$ cat config.mk
export PLATFORM = sky130hd
export DESIGN_NAME = accumulator_alu_with_bcd_mul_div
export DESIGN_NICKNAME = d
export VERILOG_FILES = /design/src/hdl/acc_pkg.sv /design/src/hdl/acc_front.sv /design/src/hdl/acc_div_stage.sv /design/src/hdl/accumulator_alu_with_bcd_mul_div.sv
export SDC_FILE = /design/constraint.sdc
export NUM_CORES = 1
export LEC_CHECK = 0
export BUFFER_PORTS_ARGS = -buffer_cell sky130_fd_sc_hd__buf_2
export CORE_MARGIN = 2
export CORE_UTILIZATION = 51
export DETAILED_ROUTE_END_ITERATION = 7
export MAX_ROUTING_LAYER = met4
export PLACE_DENSITY = 0.68
export SYNTH_ARGS = -nofsm -noshare
export SYNTH_HDL_FRONTEND = slang
export SYNTH_SLANG_ARGS = --single-unit
$ cat constraint.sdc
create_clock -name clock -period 23.1 [get_ports clock]
set_input_delay 3.465 -clock clock [delete_from_list [all_inputs] [get_ports clock]]
set_output_delay 3.465 -clock clock [all_outputs]
set_load 0.05 [all_outputs]
$ cat src/hdl/acc_pkg.sv
// Shared types, operation codes and constants of the accumulator ALU.
// Used by every module of the block and by its checker; depends on nothing.
package acc_pkg;

   // Operation codes; codes 19 to 31 do nothing
   localparam logic [4:0] OP_OR     = 5'd0;
   localparam logic [4:0] OP_AND    = 5'd1;
   localparam logic [4:0] OP_XOR    = 5'd2;
   localparam logic [4:0] OP_ADC    = 5'd3;
   localparam logic [4:0] OP_SBC    = 5'd4;
   localparam logic [4:0] OP_CMP    = 5'd5;
   localparam logic [4:0] OP_BIT    = 5'd6;
   localparam logic [4:0] OP_ASL    = 5'd7;
   localparam logic [4:0] OP_LSR    = 5'd8;
   localparam logic [4:0] OP_ROL    = 5'd9;
   localparam logic [4:0] OP_ROR    = 5'd10;
   localparam logic [4:0] OP_INC    = 5'd11;
   localparam logic [4:0] OP_DEC    = 5'd12;
   localparam logic [4:0] OP_SWAP   = 5'd13;
   localparam logic [4:0] OP_MUL    = 5'd14;
   localparam logic [4:0] OP_DIV    = 5'd15;
   localparam logic [4:0] OP_SETBIT = 5'd16;
   localparam logic [4:0] OP_CLRBIT = 5'd17;
   localparam logic [4:0] OP_TEST   = 5'd18;

   // Quotient bits worked by the divider, and default bits per stage
   localparam int DIV_BITS          = 16;
   localparam int DIV_STEPS_DEFAULT = 4;

   localparam logic [3:0] BCD_MAX_DIGIT = 4'd9;
   localparam logic [3:0] BCD_ADJUST    = 4'd6;

   typedef struct packed {
      logic [4:0] op;
      logic [7:0] operand_a;
      logic [7:0] operand_b;
      logic [7:0] dividend_high;
      logic [2:0] bit_index;
      logic       carry_in;
      logic       overflow_in;
      logic       decimal_mode;
   } req_type;

   typedef struct packed {
      logic [7:0] result;
      logic [7:0] result_high;
      logic       negative;
      logic       zero;
      logic       carry_out;
      logic       overflow_out;
      logic       writes_nz;
      logic       divide_by_zero;
   } rsp_type;

   // Word carried down the pipeline between the front end and the output stage
   typedef struct packed {
      logic [4:0]  op;
      logic [7:0]  b;
      logic [7:0]  r;
      logic [7:0]  hi;
      logic [7:0]  nzv;
      logic        n;
      logic        z;
      logic        c;
      logic        v;
      logic        wnz;
      logic [15:0] num;
      logic [7:0]  rem;
   } stage_type;

endpackage

$ cat src/hdl/acc_front.sv
// Front end of the accumulator ALU: decodes the operation and works every
// non-divide result, the multiply and the divider seed. Depends on acc_pkg.
module acc_front (
   input  acc_pkg::req_type   req,
   output acc_pkg::stage_type stage
);
   import acc_pkg::*;

   logic [4:0]  lo_sum;
   logic [4:0]  hi_sum;
   logic        lo_carry;
   logic        hi_carry;
   logic [3:0]  lo_digit;
   logic [3:0]  hi_digit;
   logic [8:0]  add_sum;
   logic [8:0]  sub_diff;
   logic [15:0] product;
   logic [7:0]  bit_mask;

   // Decimal add: correct each nibble by six when it passes nine
   assign lo_sum   = {1'b0, req.operand_a[3:0]} + {1'b0, req.operand_b[3:0]}
                     + {4'd0, req.carry_in};
   assign lo_carry = lo_sum > {1'b0, BCD_MAX_DIGIT};
   assign hi_sum   = {1'b0, req.operand_a[7:4]} + {1'b0, req.operand_b[7:4]}
                     + {4'd0, lo_carry};
   assign hi_carry = hi_sum > {1'b0, BCD_MAX_DIGIT};
   assign lo_digit = lo_carry ? lo_sum[3:0] + BCD_ADJUST : lo_sum[3:0];
   assign hi_digit = hi_carry ? hi_sum[3:0] + BCD_ADJUST : hi_sum[3:0];

   // Binary add and subtract with borrow
   assign add_sum  = {1'b0, req.operand_a} + {1'b0, req.operand_b}
                     + {8'd0, req.carry_in};
   assign sub_diff = {1'b0, req.operand_a} - {1'b0, req.operand_b}
                     - {8'd0, ~req.carry_in};

   assign product  = {8'd0, req.operand_a} * {8'd0, req.operand_b};
   assign bit_mask = 8'd1 << req.bit_index;

   // Pick the result and flags of the operation
   always_comb begin
      stage     = '0;
      stage.op  = req.op;
      stage.b   = req.operand_b;
      stage.r   = req.operand_a;
      stage.c   = req.carry_in;
      stage.v   = req.overflow_in;
      stage.wnz = 1'b1;
      stage.num = {req.dividend_high, req.operand_a};
      stage.rem = 8'd0;
      case (req.op)
         OP_OR:  stage.r = req.operand_a | req.operand_b;
         OP_AND: stage.r = req.operand_a & req.operand_b;
         OP_XOR: stage.r = req.operand_a ^ req.operand_b;
         OP_ADC: begin
            if (req.decimal_mode) begin
               stage.r = {hi_digit, lo_digit};
               stage.c = hi_carry;
            end else begin
               stage.r = add_sum[7:0];
               stage.c = add_sum[8];
               stage.v = ~(req.operand_a[7] ^ req.operand_b[7])
                         & (req.operand_a[7] ^ add_sum[7]);
            end
         end
         OP_SBC: begin
            stage.r = sub_diff[7:0];
            stage.c = ~sub_diff[8];
            stage.v = (req.operand_a[7] ^ req.operand_b[7])
                      & (req.operand_a[7] ^ sub_diff[7]);
         end
         OP_CMP: stage.c = req.operand_a >= req.operand_b;
         OP_BIT: begin
            stage.n = req.operand_b[7];
            stage.z = (req.operand_a & req.operand_b) == 8'd0;
            stage.v = req.operand_b[6];
         end
         OP_ASL: begin
            stage.c = req.operand_a[7];
            stage.r = {req.operand_a[6:0], 1'b0};
         end
         OP_LSR: begin
            stage.c = req.operand_a[0];
            stage.r = {1'b0, req.operand_a[7:1]};
         end
         OP_ROL: begin
            stage.c = req.operand_a[7];
            stage.r = {req.operand_a[6:0], req.carry_in};
         end
         OP_ROR: begin
            stage.c = req.operand_a[0];
            stage.r = {req.carry_in, req.operand_a[7:1]};
         end
         OP_INC: stage.r = req.operand_a + 8'd1;
         OP_DEC: stage.r = req.operand_a - 8'd1;
         OP_SWAP: begin
            stage.r   = {req.operand_a[3:0], req.operand_a[7:4]};
            stage.wnz = 1'b0;
         end
         OP_MUL: begin
            stage.r  = product[7:0];
            stage.hi = product[15:8];
         end
         OP_DIV: stage.r = req.operand_a;
         OP_SETBIT: begin
            stage.r   = req.operand_a | bit_mask;
            stage.wnz = 1'b0;
         end
         OP_CLRBIT: begin
            stage.r   = req.operand_a & ~bit_mask;
            stage.wnz = 1'b0;
         end
         OP_TEST: stage.r = req.operand_a;
         default: stage.wnz = 1'b0;
      endcase
      // N and Z follow the difference for compare, the result otherwise
      stage.nzv = (req.op == OP_CMP) ? sub_diff[7:0] + {7'd0, ~req.carry_in}
                                     : stage.r;
   end

endmodule

$ cat src/hdl/acc_div_stage.sv
// One registered stage of the restoring divider: works STEPS quotient bits
// and carries the rest of the word along. Depends on acc_pkg.
module acc_div_stage #(
   parameter int STEPS = acc_pkg::DIV_STEPS_DEFAULT
) (
   input  logic               clock,
   input  logic               reset,
   input  logic               in_valid,
   input  acc_pkg::stage_type in_stage,
   output logic               out_valid,
   output acc_pkg::stage_type out_stage
);
   import acc_pkg::*;

   logic      valid_ff;
   stage_type stage_ff;
   stage_type stage_in;

   // Shift in one dividend bit per step, subtract the divisor when it fits
   always_comb begin : div_steps
      logic [8:0]  part;
      logic [7:0]  rem;
      logic [15:0] num;
      rem      = in_stage.rem;
      num      = in_stage.num;
      part     = '0;
      stage_in = in_stage;
      for (int i = 0; i < STEPS; i++) begin
         part = {rem, num[15]};
         num  = {num[14:0], 1'b0};
         if (part >= {1'b0, in_stage.b}) begin
            part   = part - {1'b0, in_stage.b};
            num[0] = 1'b1;
         end
         rem = part[7:0];
      end
      stage_in.rem = rem;
      stage_in.num = num;
   end

   // Advance the word; only the valid bit is reset
   always_ff @(posedge clock) begin
      if (reset) begin
         valid_ff <= 1'b0;
      end else begin
         valid_ff <= in_valid;
      end
      stage_ff <= stage_in;
   end

   assign out_valid = valid_ff;
   assign out_stage = stage_ff;

endmodule

$ cat src/hdl/accumulator_alu_with_bcd_mul_div.sv
// Top level of the 8-bit accumulator ALU with decimal add, multiply and divide.
// Instantiates acc_front and acc_div_stage; depends on acc_pkg.
//
//   channel   ports                     handshake
//   --------  ------------------------  ---------------------------------
//   request   start, busy, req_data     taken when start high, busy low
//   response  rsp_valid, rsp_data       one-cycle strobe, no back-pressure
//
// One operation can enter every cycle while busy is low. Each word taken
// passes the request register, the front end, every divider stage (four
// quotient bits a stage by default) and the response register, divide or not.
// busy is high only while reset is applied and for the cycle after it.
// Reset clears the valid bits of every stage; words in flight are dropped.
// The receiver cannot stall, so the pipeline never holds.
module accumulator_alu_with_bcd_mul_div #(
   parameter int DIV_STEPS_PER_STAGE = acc_pkg::DIV_STEPS_DEFAULT
) (
   input  logic             clock,
   input  logic             reset,
   input  logic             start,
   output logic             busy,
   input  acc_pkg::req_type req_data,
   output logic             rsp_valid,
   output acc_pkg::rsp_type rsp_data
);
   import acc_pkg::*;

   localparam int DIV_STAGES = DIV_BITS / DIV_STEPS_PER_STAGE;

   logic      busy_ff;
   logic      req_valid_ff;
   req_type   req_ff;
   logic      stage_valid [0:DIV_STAGES];
   stage_type stage_data  [0:DIV_STAGES];
   stage_type last;
   logic      rsp_valid_ff;
   rsp_type   rsp_ff;
   rsp_type   rsp_in;
   logic [7:0] nzv;

   // Capture the request word
   always_ff @(posedge clock) begin
      if (reset) begin
         busy_ff      <= 1'b1;
         req_valid_ff <= 1'b0;
      end else begin
         busy_ff      <= 1'b0;
         req_valid_ff <= start & ~busy_ff;
      end
      req_ff <= req_data;
   end

   assign busy = busy_ff;

   acc_front u_front (
      .req   (req_ff),
      .stage (stage_data[0])
   );

   assign stage_valid[0] = req_valid_ff;

   // Chain of divider stages
   for (genvar g = 0; g < DIV_STAGES; g++) begin : g_div
      acc_div_stage #(
         .STEPS (DIV_STEPS_PER_STAGE)
      ) u_div_stage (
         .clock     (clock),
         .reset     (reset),
         .in_valid  (stage_valid[g]),
         .in_stage  (stage_data[g]),
         .out_valid (stage_valid[g + 1]),
         .out_stage (stage_data[g + 1])
      );
   end

   assign last = stage_data[DIV_STAGES];

   // Finish divide results and work N and Z
   always_comb begin
      rsp_in                = '0;
      rsp_in.result         = last.r;
      rsp_in.result_high    = last.hi;
      rsp_in.carry_out      = last.c;
      rsp_in.overflow_out   = last.v;
      rsp_in.writes_nz      = last.wnz;
      nzv                   = last.nzv;
      if (last.op == OP_DIV) begin
         if (last.b == 8'd0) begin
            rsp_in.divide_by_zero = 1'b1;
         end else begin
            rsp_in.result      = last.num[7:0];
            rsp_in.result_high = last.rem;
            nzv                = last.num[7:0];
         end
      end
      if (last.op == OP_BIT) begin
         rsp_in.negative = last.n;
         rsp_in.zero     = last.z;
      end else if (last.wnz) begin
         rsp_in.negative = nzv[7];
         rsp_in.zero     = nzv == 8'd0;
      end
   end

   // Hold the response for its one-cycle strobe
   always_ff @(posedge clock) begin
      if (reset) begin
         rsp_valid_ff <= 1'b0;
      end else begin
         rsp_valid_ff <= stage_valid[DIV_STAGES];
      end
      rsp_ff <= rsp_in;
   end

   assign rsp_valid = rsp_valid_ff;
   assign rsp_data  = rsp_ff;

endmodule

==> metrics.cfg <==
[status]
outcome = finished with violations
violations = design-rule violations

[clock_network]
cts_buffers = 31
cts_sinks = 300
cts.repair.resized = 0
cts_max_level = 1
cts_setup_buffers = 0
clk_path_buf_depth = 3
hold_buffers = 0
clk_latency_ns = 0.57
root_buffer = clkbuf_16
clk_pin_slew_ns = 0.06
cts_tree = done

[timing]
finalWorstSetupSlack_ns = 13.01
fmax_mhz = 99.1
finalCritPeriodShare_pct = 43.7
hold_viol = 0
timing.setup.tns_ns = 0
rsz0062_at_grt = false
tightest_slew_ns = 1.16
relSlewSlack_pct = 22.0
fin_skew_ns = 0.0104
finalSetupViolations = 0
period_minus_slack_ns = 10.09
finalMaxSlewViolations = 0

[cells_and_area]
layout_common_cells = dfxtp_1, ha_1, inv_1
utilization_pct = 57.0
final_common_cell = dfxtp_1
drive_gt1_share_pct = 10.1
final_nets = 2283
area_growth_pct = 10.8

[routing]
firstDrtPassIters = 8
drc = 1
drtAntennaViolNets = 0
wl_met1_um = 20300
topRoutingLayerUsed = met4
wl_met2_um = 20300
drt-vias-per-instance = 5.63
wl_met3_um = 2630
wl_per_cell_um = 18.1
dr_total_vias = 13900
drtIter0Drc = 1148
wl_um = 44800

[worst_setup_path]
endpoint_kind = flip-flop
worstPathRequired_ns = 23.55
arrival_ns = 10.54
crit_type = flip-flop to flip-flop
crit_cells = 34
slowest_stage = or4b_1
max_stage_delay_ns = 0.62
crit_path_max_fanout = 13
start_kind = flip-flop
rr_worst_depth = 34
cp_top_family = compound AO/OA/AOI/OAI gates
path_buf_inv = 3

[die]
dieArea_um2 = 36200
ios = 62
rows = 68
design.core.area_um2 = 34400
die_x_um = 190
start_util_pct = 51.5
die_y_um = 190

[global_route]
track_usage_pct = 25.4
grt_pass1_wl_um = 70600
antenna_found_initial = 2
grt_max_degree = 35
grt_pass1_vias = 13400
overflow = 0

[placed_design]
gpl.final_weighted_congestion = 0.987
dpl.hpwl_um = 34800
post-place-ws_ns = 13.20
io_buffers = 61

[yosys]
synth_nets = 2216
synth_flop_cell = dfxtp_1
syn_area_per_cell_um2 = 9.21
synth-edff-count = 0
synth.ff_latch_count = 300
synthCells = 1920
seq_area_frac_synth_pct = 34.0
syn-cell-area_um2 = 17700
synth-async-reset-ratio_pct = 0
ys.warnings.count = 0
synth.distinct_cells = 82

[worst_hold_path]
holdPathStages = 0
hold_path_class = flip-flop to flip-flop

[job]
drv_cap = 0

logic make-up (layout without fill, tap and decap cells):
kind of cell             after synthesis  after routing  share of synthesized area [%]
other                                  0              3                              0
XOR/XNOR                             102            102                           5.05
flip-flops                           300            300                           34.0
AO/OA/AOI/OAI                        416            416                           15.5
buffers and inverters                234            325                           5.06
multiplexers                          88             88                           5.46
adder cells (fa/ha/maj)              258            258                           20.7
AND/OR/NAND/NOR                      522            522                           14.3
cell usage after synthesis (all sizes together) (5+ instances only):
library cell | instances | area [µm²]
nand3b | 8 | 60.1
inv | 187 | 702
a211oi | 13 | 103
or3 | 14 | 87.6
nor2b | 39 | 251
nor3 | 37 | 185
nand3 | 29 | 145
xor2 | 28 | 245
and2 | 6 | 37.5
nand2 | 123 | 462
a21o | 26 | 195
a21boi | 9 | 67.6
a21oi | 107 | 536
clkbuf | 39 | 146
nand2b | 24 | 150
nand4 | 23 | 144
or2 | 10 | 62.6
nor2 | 164 | 616
a32oi | 6 | 52.6
o21a | 20 | 150
mux2 | 65 | 736
o41ai | 5 | 43.8
o21ai | 102 | 510
a222oi | 6 | 60.1
nor3b | 6 | 45.0
nor4 | 14 | 87.6
mux2i | 23 | 230
buf | 5 | 35.0
dfxtp | 300 | 6010
xnor2 | 74 | 648
o311ai | 5 | 51.3
a211o | 5 | 43.8
a31oi | 16 | 100
o31a | 6 | 52.6
o211ai | 10 | 80.1
and3 | 12 | 75.1
fa | 58 | 1160
ha | 200 | 2500
a221o | 9 | 90.1
a311oi | 7 | 67.6
o21bai | 18 | 135
a221oi | 5 | 43.8
o31ai | 7 | 52.6
state kept, by name (all words and copies together) (netlist names):
register	count
g_div.u_div_stage.out_stage	236
req_ff	35
rsp_data	22
g_div.u_div_stage.out_valid	4
busy	1
req_valid_ff	1
rsp_valid	1
worst reg2reg max path: cells and delay by family (launching register included):
family / cells / cell delay [ns]
flip-flops: 1 / 0.42
AO/OA/AOI/OAI: 18 / 5.15
buffers and inverters: 3 / 0.39
multiplexers: 1 / 0.45
AND/OR/NAND/NOR: 8 / 2.29
adder cells (fa/ha/maj): 4 / 1.27
worst paths after layout:
path / from / to / slack [ns]
setup reg to reg: g_div[0].u_div_stage.out_stage[54] / g_div[1].u_div_stage.out_stage[6] / 13.01
hold / removal: g_div[0].u_div_stage.out_stage[35] / g_div[1].u_div_stage.out_stage[35] / 0.32
setup / recovery: g_div[0].u_div_stage.out_stage[54] / g_div[1].u_div_stage.out_stage[6] / 13.01
hold reg to reg: g_div[0].u_div_stage.out_stage[35] / g_div[1].u_div_stage.out_stage[35] / 0.32
area by class of cell:
type | count | area (µm²)
multi-input combinational | 1386 | 10800
fill | 3063 | 14800
inverter | 190 | 713
sequential | 300 | 6010
antenna | 3 | 7.51
tap | 455 | 569
timing repair buffer | 78 | 433
clock buffer | 38 | 842
clock inverter | 19 | 239
layer usage:
layer  track usage [%]  vias up
met5                 -        -
met2              40.6      433
met3              3.59      101
met1              32.7     6518
met4              10.2        0
li1                  -     6850
metrics by stage:
stage / hold slack (ns) / std cells / instance area, µm²
after floorplan: 0.310 / 1920 / 17700
after global placement: 0.309 / 2409 / 18500
after detailed placement: 0.312 / 2409 / 18500
after CTS: 0.324 / 2466 / 19600
after global routing: 0.325 / 2468 / 19600
final: 0.323 / 2469 / 19600
Power is left out: the tool's default activity adds up to more than one toggle a clock period on the data nets, which glitch-free logic cannot reach.
